===== src/design/particle_swarm_update_assert.svh =====
// Assertion macros for the particle swarm update block
`ifndef PARTICLE_SWARM_UPDATE_ASSERT_SVH
`define PARTICLE_SWARM_UPDATE_ASSERT_SVH
// implication checked on every rising clock edge outside reset
`define PSU_ASSERT_IMP(label, clk, rst_n, pre, post) \
    label: assert property (@(posedge clk) disable iff (!rst_n) (pre) |-> (post)) \
        else $error("assertion failed");
// implication whose consequent is checked in the next cycle
`define PSU_ASSERT_NEXT(label, clk, rst_n, pre, post) \
    label: assert property (@(posedge clk) disable iff (!rst_n) (pre) |=> (post)) \
        else $error("assertion failed");
`endif


===== src/design/psu_mul.sv =====
// ----------------------------------------------------------------------------
// psu_mul
// Shared registered signed multiplier, 26 x 26 bits.
// ----------------------------------------------------------------------------
`default_nettype none
module psu_mul (
    input  wire logic               i_clk,
    input  wire logic signed [25:0] i_a,
    input  wire logic signed [25:0] i_b,
    output logic signed [51:0]      o_p
);
    logic signed [51:0] r_p;
    always_ff @(posedge i_clk) begin
        r_p <= i_a * i_b;
    end
    assign o_p = r_p;
endmodule
`default_nettype wire


===== config.mk =====
export PLATFORM = sky130hd
export DESIGN_NAME = psu_mul
export DESIGN_NICKNAME = d
export VERILOG_FILES = /design/src/design/particle_swarm_update_assert.svh /design/src/design/psu_mul.sv
export SDC_FILE = /design/constraint.sdc
export NUM_CORES = 2
export LEC_CHECK = 0
export BUFFER_PORTS_ARGS = -buffer_cell sky130_fd_sc_hd__buf_2
export CORE_UTILIZATION = 60
export DETAILED_ROUTE_END_ITERATION = 8
export PLACE_DENSITY = 0.78
export SYNTH_ARGS = -nofsm -noshare
export SYNTH_HDL_FRONTEND = slang
export SYNTH_SLANG_ARGS = --single-unit

===== constraint.sdc =====
create_clock -name i_clk -period 19.05 [get_ports i_clk]
set_input_delay 1.905 -clock i_clk [delete_from_list [all_inputs] [get_ports i_clk]]
set_output_delay 1.905 -clock i_clk [all_outputs]
set_load 0.05 [all_outputs]

# Word level (Yosys, flattened, before mapping)

Cells that the tools add are included.

Input port bits: 53
Register bits after elaboration: 52
Logic and storage cells: 2

$mul: 1

Operators with widths:

| operator         | number |
|---|---|
| $mul A26 B26 Y52 | 1 |

# Logic depth before layout (Yosys ltp)

Word-level depth: 1
Depth in mapped cells: 26
Gate-level depth less buffers: 24

# Worst setup path after synthesis

Ideal clock, no wire load.

Path kind: in2reg
Start: input port i_a[25]
End: register r_p[44] (netlist: o_p[44])
Stages: 22
Data required time: 18,978 ps
Path slack: 10,719 ps
Arrival: 8,259 ps
Cells stage by stage: clkbuf_1 nand2_1 inv_1 fa_1 fa_1 inv_1 fa_1 inv_1 fa_1 fa_1 fa_1 inv_1 fa_1 inv_1 ha_1 nand2_1 or4_1 or4_1 o211ai_1 a21oi_2 o21ai_1 xor2_1

Cells in the longest elaborated chain, start to end: 1

Ends and longest elaborated chain:

| item                 | RTL line      | RTL |
|---|---|---|
| start, declared      | psu_mul.sv:8  | `input wire logic signed [25:0] i_a,` |
| $mul A26 B26 Y52     | psu_mul.sv:14 | `r_p <= i_a * i_b;` |
| end signal, assigned | psu_mul.sv:14 |  |
| end, declared        | psu_mul.sv:12 | `logic signed [51:0] r_p;` |

No other way between the ends.

# Worst setup path after layout

Start: input port i_b[2]
End: register r_p[51] (netlist: o_p[51])

Cells in the longest elaborated chain, start to end: 1

Ends and longest elaborated chain:

| item             | RTL line      | RTL |
|---|---|---|
| start, declared  | psu_mul.sv:9  | `input wire logic signed [25:0] i_b,` |
| $mul A26 B26 Y52 | psu_mul.sv:14 |  |

No other way between the ends.

==> reports/results.ini <==
[outcome]
status = completed

[global_route]
grt_usage = 0.309
grt_pass1_vias = 20900
overflow = 0
grt_pass1_wl_microns = 105000
antenna_found_initial = 0
grt_max_degree = 27

[final_layout]
fillers = 3389
largest_reg_flops = 52
final_common_cell = inv_1
num-nets-final = 3661
area_delta_synth_final_pct = 3.49
antenna_cells = 0
drive_gt1_frac = 0.0472
final_cell_mix = inv_1, fa_1, nand2_1, and2_1, ha_1

[floorplanning]
io_pins = 105
die-area_sq_um = 43500
die_y_microns = 209
design.core.area_sq_um = 42000
initial_core_util = 0.609
placementRows = 75
die_w_microns = 209

[cts]
htreeDepth = 2
cts_resized = 0
clkSlewWorstSetupHoldPaths_ns = 0.08
cts_tree = done
postCtsSetupBuffers = 0
numCtsBuffers = 5
cts_root_buffer = clkbuf_16
hold_buffers = 0
cts_sinks = 52
cts.path.max_buffers = 2

[timing]
grt_setup_unrepaired = no
max_freq_mhz = 111
period_share = 0.472
timing.final.ws_setup_ns = 10.07
worstMarginPinSlew_ns = 1.12
hold_violations = 0
min_period_ns = 8.98
fin_hold_ws_ns = 2.16
timing.slew.headroom = 0.249
setup_violations = 0
setup_tns_ns = 0
finalMaxSlewViolations = 0

[worst_setup_path]
crit_fanout = 26
arrival_ns = 9.16
end_kind = flip-flop
worst_path_max_delay_cell = fa_1
critical_path_class = primary input to flip-flop
max_stage_delay_ns = 0.99
cpMostUsedCell = fa_1
worstPathCellList = buf_2 -> nand2_1 -> inv_1 -> fa_1 -> fa_1 -> fa_1 -> inv_1 -> fa_1 -> inv_1 -> fa_1 -> inv_1 -> fa_1 -> inv_1 -> ha_1 -> nand4_1 -> or4_1 -> nor2_1 -> nand3_1 -> a211oi_1 -> nor3_1 -> nand4bb_1
required_ns = 19.23
start_kind = primary input

[logic_synthesis]
synth.distinct_cells = 54
muxShareOfSynthArea = 0
seq_area_frac_synth = 0.0406
syn_avg_cell_area_sq_um = 9.27
ys_top_cells_by_area = fa_1, inv_1, ha_1, and2_1, nand2_1
synth_flop_cell = dfxtp_1
synth_compound_area_frac = 0.0417
yosys.area_share.simple = 0.146
synthXorXnorAreaFrac = 0.0195
synth_top_family_by_area = adder cells
synth-adder-area-share = 0.626
synth_top_area_share = 0.555
syn_nets = 3672
ys_ff_latch = 52
synth-edff-count = 0
synth_cells = 2763
syn_area_sq_um = 25600
ys_warn_count = 0
async_flop_share = 0
synth_top_area_cell = fa_1

[route]
drcViolationCount = 0
wirelength_microns = 63400
antenna_left = 0
first_pass_iters = 5
vias = 18400
dr.first_iter.drc_count = 1194
routedWlPerCell_microns = 19.3
viasPerCell = 5.60

[hold_path]
hold_path_end = o_p[0]$_DFF_P_
hp-class = primary input to flip-flop
hp-start = i_b[0]
min_path_cells = 2

[flow_run]
cap_violations = 0

[placed_design]
place.gp.congestion = 0.957
dp_slack_ns = 9.79
dpl.hpwl_microns = 52700
portBuffers = 104

==> final cells by class <==
class | instances | area (sq um) | share of cell area
Multi-Input combinational cell | 1851 | 21300 | 0.805
Inverter | 737 | 2770 | 0.104
Sequential cell | 52 | 1040 | 0.0393
Tap cell | 539 | 674 | 0.0254
Timing Repair Buffer | 105 | 528 | 0.0199
Clock buffer | 5 | 125 | 0.00472
Clock inverter | 3 | 28.8 | 0.00109
==> layer usage <==
| metal | global-route usage | vias to the layer above | share of wire |
|---|---|---|---|
| li1 | - | 7863 | - |
| met1 | 0.370 | 9592 | 0.36 |
| met2 | 0.561 | 775 | 0.53 |
| met3 | 0.0337 | 215 | 0.059 |
| met4 | 0.142 | 0 | 0.053 |
| met5 | 0 | - | 0 |
==> worst max-delay path by stage <==
stage | start | end | slack (ns) | cells past startpoint
after floorplan | i_a[25] | o_p[44]$_DFF_P_ | 10.72 | 22
after global placement | i_b[2] | o_p[44]$_DFF_P_ | 10.01 | 21
after detailed placement | i_b[2] | o_p[51]$_DFF_P_ | 9.79 | 21
after CTS | i_b[2] | o_p[51]$_DFF_P_ | 10.11 | 21
after global routing | i_b[2] | o_p[51]$_DFF_P_ | 9.72 | 21
final | i_b[2] | o_p[51]$_DFF_P_ | 10.07 | 21
==> stage by stage <==
step           cells  utilization  instance area, sq um
2_1_floorplan   2763            -                 25600
3_3_place_gp    3284        0.627                 26400
3_5_place_dp    3284        0.627                 26400
4_1_cts         3292        0.631                 26500
5_1_grt         3292        0.631                 26500
6_report        3292        0.631                 26500
==> cell families (layout without fill, tap and decap cells) <==
logic type	Yosys count	in the layout
and+or+nand+nor	778	778
xor gates and xnor gates	57	57
DFF	52	52
AOI/OAI and AO/OA	160	160
adders and majority gates	856	856
buffers and inverters	860	850
==> synth_stat cells (2+ instances only) <==
| cell | instances |
|---|---|
| a211oi_1 | 8 |
| a21o_1 | 18 |
| a21o_2 | 2 |
| a21oi_1 | 55 |
| a21oi_2 | 2 |
| a221o_1 | 2 |
| a221oi_1 | 2 |
| a31oi_1 | 4 |
| and2_1 | 281 |
| clkbuf_1 | 122 |
| dfxtp_1 | 52 |
| fa_1 | 710 |
| ha_1 | 146 |
| inv_1 | 737 |
| nand2_1 | 398 |
| nand2b_1 | 7 |
| nand3_1 | 11 |
| nand4_1 | 11 |
| nor2_1 | 50 |
| nor2b_1 | 2 |
| nor3_1 | 4 |
| o2111ai_1 | 3 |
| o211ai_1 | 7 |
| o211ai_2 | 2 |
| o21a_1 | 4 |
| o21ai_0 | 25 |
| o21bai_1 | 8 |
| o22ai_1 | 2 |
| o311ai_0 | 2 |
| or2_2 | 3 |
| or3_1 | 3 |
| or4_1 | 3 |
| xnor2_1 | 46 |
| xor2_1 | 11 |
==> worst max-delay path: cells and delay by family <==
family          cells  cell delay (ns)
compound gates      1             0.53
fa+ha+maj           7             4.02
simple gates        7             1.49
buf+inv             6             1.18
Power is left out: the tool's default activity adds up to more than one toggle a clock period on the data nets, which glitch-free logic cannot reach.
